`config.mk`:
```
export PLATFORM = sky130hd
export DESIGN_NAME = mkoc_front
export DESIGN_NICKNAME = d
export VERILOG_FILES = /design/src/sv/mkoc_pkg.sv /design/src/sv/mkoc_front.sv
export SDC_FILE = /design/constraint.sdc
export NUM_CORES = 1
export LEC_CHECK = 0
export BUFFER_PORTS_ARGS = -buffer_cell sky130_fd_sc_hd__buf_2
export CAP_MARGIN = 25
export CORE_AREA = 2 2 39 41
export DETAILED_ROUTE_END_ITERATION = 7
export DIE_AREA = 0 0 41 43
export MAX_ROUTING_LAYER = met4
export PLACE_DENSITY = 0.68
export SYNTH_ARGS = -nofsm -noshare
export SYNTH_HDL_FRONTEND = slang
export SYNTH_SLANG_ARGS = --single-unit
```
`constraint.sdc`:
```
create_clock -name vclk -period 1.1
set_input_delay 0.055 -clock vclk [all_inputs]
set_output_delay 0.055 -clock vclk [all_outputs]
set_load 0.02 [all_outputs]
```
`src/sv/mkoc_pkg.sv`:
```
// Shared opcodes, command kinds and the queued command type for the keyword counter.
package mkoc_pkg;

   localparam logic [1:0] OP_KW_BYTE = 2'd0;
   localparam logic [1:0] OP_KW_LEN  = 2'd1;
   localparam logic [1:0] OP_TEXT    = 2'd2;
   localparam logic [1:0] OP_END     = 2'd3;

   localparam logic [2:0] KIND_NOP  = 3'd0;
   localparam logic [2:0] KIND_KWB  = 3'd1;
   localparam logic [2:0] KIND_LEN  = 3'd2;
   localparam logic [2:0] KIND_TEXT = 3'd3;
   localparam logic [2:0] KIND_STOP = 3'd4;
   localparam logic [2:0] KIND_END  = 3'd5;

   localparam int unsigned SCORE_W = 32;

   typedef struct packed {
      logic [2:0] kind;
      logic [2:0] slot;
      logic [4:0] pos;
      logic [7:0] data;
      logic [6:0] len;
   } cmd_type;

endpackage

```
`src/sv/mkoc_front.sv`:
```
// Front end: decodes a request transaction into a classified command.
module mkoc_front import mkoc_pkg::*; #(
   parameter int KEYWORDS = 8,
   parameter int MAXLEN   = 32
) (
   input  logic [1:0] opcode,
   input  logic [2:0] keyword_index,
   input  logic [4:0] char_position,
   input  logic [7:0] byte_value,
   input  logic [5:0] key_length,
   output cmd_type    cmd
);

   logic slot_ok;
   logic pos_ok;

   assign slot_ok = 32'(keyword_index) < 32'(KEYWORDS);
   assign pos_ok  = 32'(char_position) < 32'(MAXLEN);

   always_comb begin
      cmd.slot = keyword_index;
      cmd.pos  = char_position;
      cmd.data = byte_value;
      if (32'(key_length) > 32'(MAXLEN)) begin
         cmd.len = 7'(MAXLEN);
      end else begin
         cmd.len = {1'b0, key_length};
      end
      unique case (opcode)
         OP_KW_BYTE: cmd.kind = (slot_ok && pos_ok) ? KIND_KWB : KIND_NOP;
         OP_KW_LEN:  cmd.kind = slot_ok ? KIND_LEN : KIND_NOP;
         OP_TEXT:    cmd.kind = (byte_value == 8'd0) ? KIND_STOP : KIND_TEXT;
         OP_END:     cmd.kind = KIND_END;
         default:    cmd.kind = KIND_NOP;
      endcase
   end

endmodule

```
# Yosys cells after proc, flatten, opt, wreduce, memory -nomap -nowiden
# Index checks and enable logic that the tools add are counted.
word_totals:
  elab_cells: 9
  ff_bits: 0
op_classes:
  mux: 3
  n_eq_ne: 3
  n_lt_le_gt_ge: 1
  n_reduce_logical: 2
ops:
  columns: ["cell", "n"]
  rows:
  - ["$pmux W3 S4", 1]
  - ["$logic_not A8 Y1", 1]
  - ["$gt A6 B6 Y1 const B", 1]
  - ["$mux W6", 1]
  - ["$eq A2 B2 Y1 const B", 2]
  - ["$mux W3", 1]
  - ["$eq A2 B1 Y1 const B", 1]
  - ["$logic_not A2 Y1", 1]

# Depth between registers and ports, before layout
logic_depth:
  depth_word: 3
  ltp_mapped: 3

# Worst setup path before layout
# OpenSTA, ideal clock, no wires.
synth_timing:
  kind: "input -> output"
  startpoint: "input port byte_value[5]"
  endpoint: "output port cmd[23] (netlist bit)"
  path_stages: 2
  slack_ns: 0.094
  arrival_ns: 0.951
  path_cell_list: "or4_4 o31a_1"
synth_rtl:
  columns: ["element", "line_no", "source"]
  rows:
  - ["start: declaration", "mkoc_front.sv:9", "input logic [7:0] byte_value,"]
  - ["end: declaration", "mkoc_front.sv:11", "output cmd_type cmd"]

==> results.yml <==
worst_setup_path:
  max_stage_delay_ps: 530
  start_kind: "primary input"
  crit_path_max_fanout: 2
  path_buf_inv: 2
  cp.arrival_ps: 1110
  worst-setup-path-type: "primary input to output pin"
  path_common_cell: "buf_6"
  crit_path_cell_trace: "buf_6 > or4_4 > o31a_1 > buf_6"
  required_ps: 1040
  endpoint_kind: "output pin"
  critPathSlowestCell: "or4_4"
  crit_family: "simple AND/OR/NAND/NOR gates"
final_layout:
  area.growth.synth_to_final_pct: 35.4
  final_layout_size_suffix_gt1_share_pct: 76.6
  diodes: 0
  multi_input_area_um2: 97.6
  nFlopsAndLatches: 0
  fin_nets: 73
  layout.cells.non_filler: 63
  regArea_um2: 0
  finish.utilization_pct: 21.8
  num-fill-cells: 157
  clkbuf_count: 0
power_and_ir_drop:
  clockPowerShare_pct: 0
  combPwrFrac_pct: 100.0
  totalPowerFinal_uw: 138
  p_seq_share_pct: 0
  leakagePower_uw: 0.000172
  power.switching_uw: 77.3
  ir_drop_mv: 0.0858
  internal-power_uw: 61.1
  swShare_pct: 55.9
  p_per_area_nw_per_um2: 459
synth:
  yosys_warnings: 0
  netlist_area_um2: 223
  synthAdderAreaFrac_pct: 0
  seq_area_frac_synth_pct: 0
  muxShareOfSynthArea_pct: 0
  synth-simple-area-share_pct: 29.8
  ys_types: 11
  syn_area_per_cell_um2: 6.96
  syn-num-nets: 56
  synth_top_family_by_area: "buffers and inverters"
  synth_xor_xnor_area_share_pct: 0
  synthCells: 32
  synth_compound_area_share_pct: 9.55
die:
  io_pins: 50
  coreArea_um2: 1380
  fp-row-count: 14
  die_y_um: 43
  initial_core_util_pct: 16.1
  die_area_um2: 1760
  die_x_um: 41
global_routing:
  gr-total-overflow: 0
  antenna_found_initial: 0
  grt_pass1_vias: 197
  grt_max_degree: 7
  grt_pass1_wl_um: 683
  grt_usage_pct: 5.22
hold_path:
  whs_endpoint: "cmd[17]"
  hold_path_class: "primary input to output pin"
  holdPathStages: 0
  min_from: "char_position[2]"
sta:
  setup_viol: 2
  timing.final.crit_period_ps: 1170
  whs_ps: 110
  fmaxAchievable_ghz: 0.855
  hold_violations: 0
  fin_crit_sh_pct: 106
  drv_slew: 0
  rsz0062_at_grt: "yes"
  fin_ws_ps: -69.5
route:
  avgViaCountPerCell: 3.70
  dr.pass1.iters: 3
  antenna_left: 0
  wl_per_cell_um: 8.05
  drt_iter0_drc: 2
  wirelength_um: 507
  drc_errors: 0
  vias: 233
run:
  drv_cap: 0
place:
  placed_cells: 63
  pre_cts_slack_ps: -113
  io_buffers: 33
  detailed_place_hpwl_um: 448
  routabilityCongestion: 0.660
clock_tree:
  ctsHoldBuffers: 0
  post_cts_buffers: 0
run_status:
  violations: "negative setup slack"
  status: "complete, but fails checks"
-- power by group through the flow --
stage | Clock (uW) | Sequential (uW) | Combinational [uW]
after floorplan | 0 | 0 | 134
after global placement | 0 | 0 | 128
after detailed placement | 0 | 0 | 130
after CTS | 0 | 0 | 137
after global routing | 0 | 0 | 151
final | 0 | 0 | 138
-- timing repair --
| item | 4_1_cts | 5_1_grt |
|---|---|---|
| resized for setup | 4 | 2 |
| pin swaps | 2 | 2 |
| setup endpoints to repair | 3 | 3 |
-- per-layer routing --
layer	track usage (%)	up-vias	share of wire (%)
met5	-	-	0
met4	0.667	0	0
met3	0.524	0	22
met2	11.3	26	53
met1	4.11	91	25
li1	-	116	-
-- cell usage in the layout (no fill, tap or decap) --
master / synthesis / routed
nor2b_1: 5 / 5
o21a_1: 1 / 1
buf_2: 0 / 30
or4_4: 1 / 2
conb_1: 1 / 1
nand2b_1: 2 / 2
o31a_1: 1 / 1
buf_6: 0 / 3
nor2_2: 0 / 1
o21ai_1: 1 / 1
-- area by class of cell --
cell class	count	share of cell area, %
repair buffers	33	61.0
multi-input cells	14	32.4
well taps	16	6.64
-- through the flow --
stage / setup TNS, ps / cell area [um^2]
after global routing: -248 / 302
final: -97.2 / 302
after detailed placement: -254 / 277
after floorplan: 0 / 223
after CTS: -164 / 293
after global placement: -211 / 277
-- synthesized netlist by cell type --
cell,count,area [um^2]
o21ai_1,1,5.00
or4_1,1,7.51
buf_4,17,128
or4_4,1,11.3
o31a_1,1,8.76
nand2b_1,2,12.5
nor2_1,1,3.75
conb_1,1,3.75
o21a_1,1,7.51
nor2b_1,5,31.3
clkbuf_1,1,3.75
-- cell families after synthesis --
group,after synthesis
compound gates,3
other cells,1
buf+inv,18
simple gates,10
-- worst max-delay path by stage --
stage                        startpoint  slack (ps)      end  cells past startpoint
after floorplan           byte_value[5]          90  cmd[23]                      2
after global placement    byte_value[1]        -110  cmd[23]                      4
after detailed placement  byte_value[1]        -110  cmd[23]                      4
after CTS                 byte_value[5]         -70  cmd[25]                      5
after global routing      byte_value[6]        -100  cmd[23]                      4
final                     byte_value[6]         -70  cmd[23]                      4
Power figures use the tool's default switching activity.
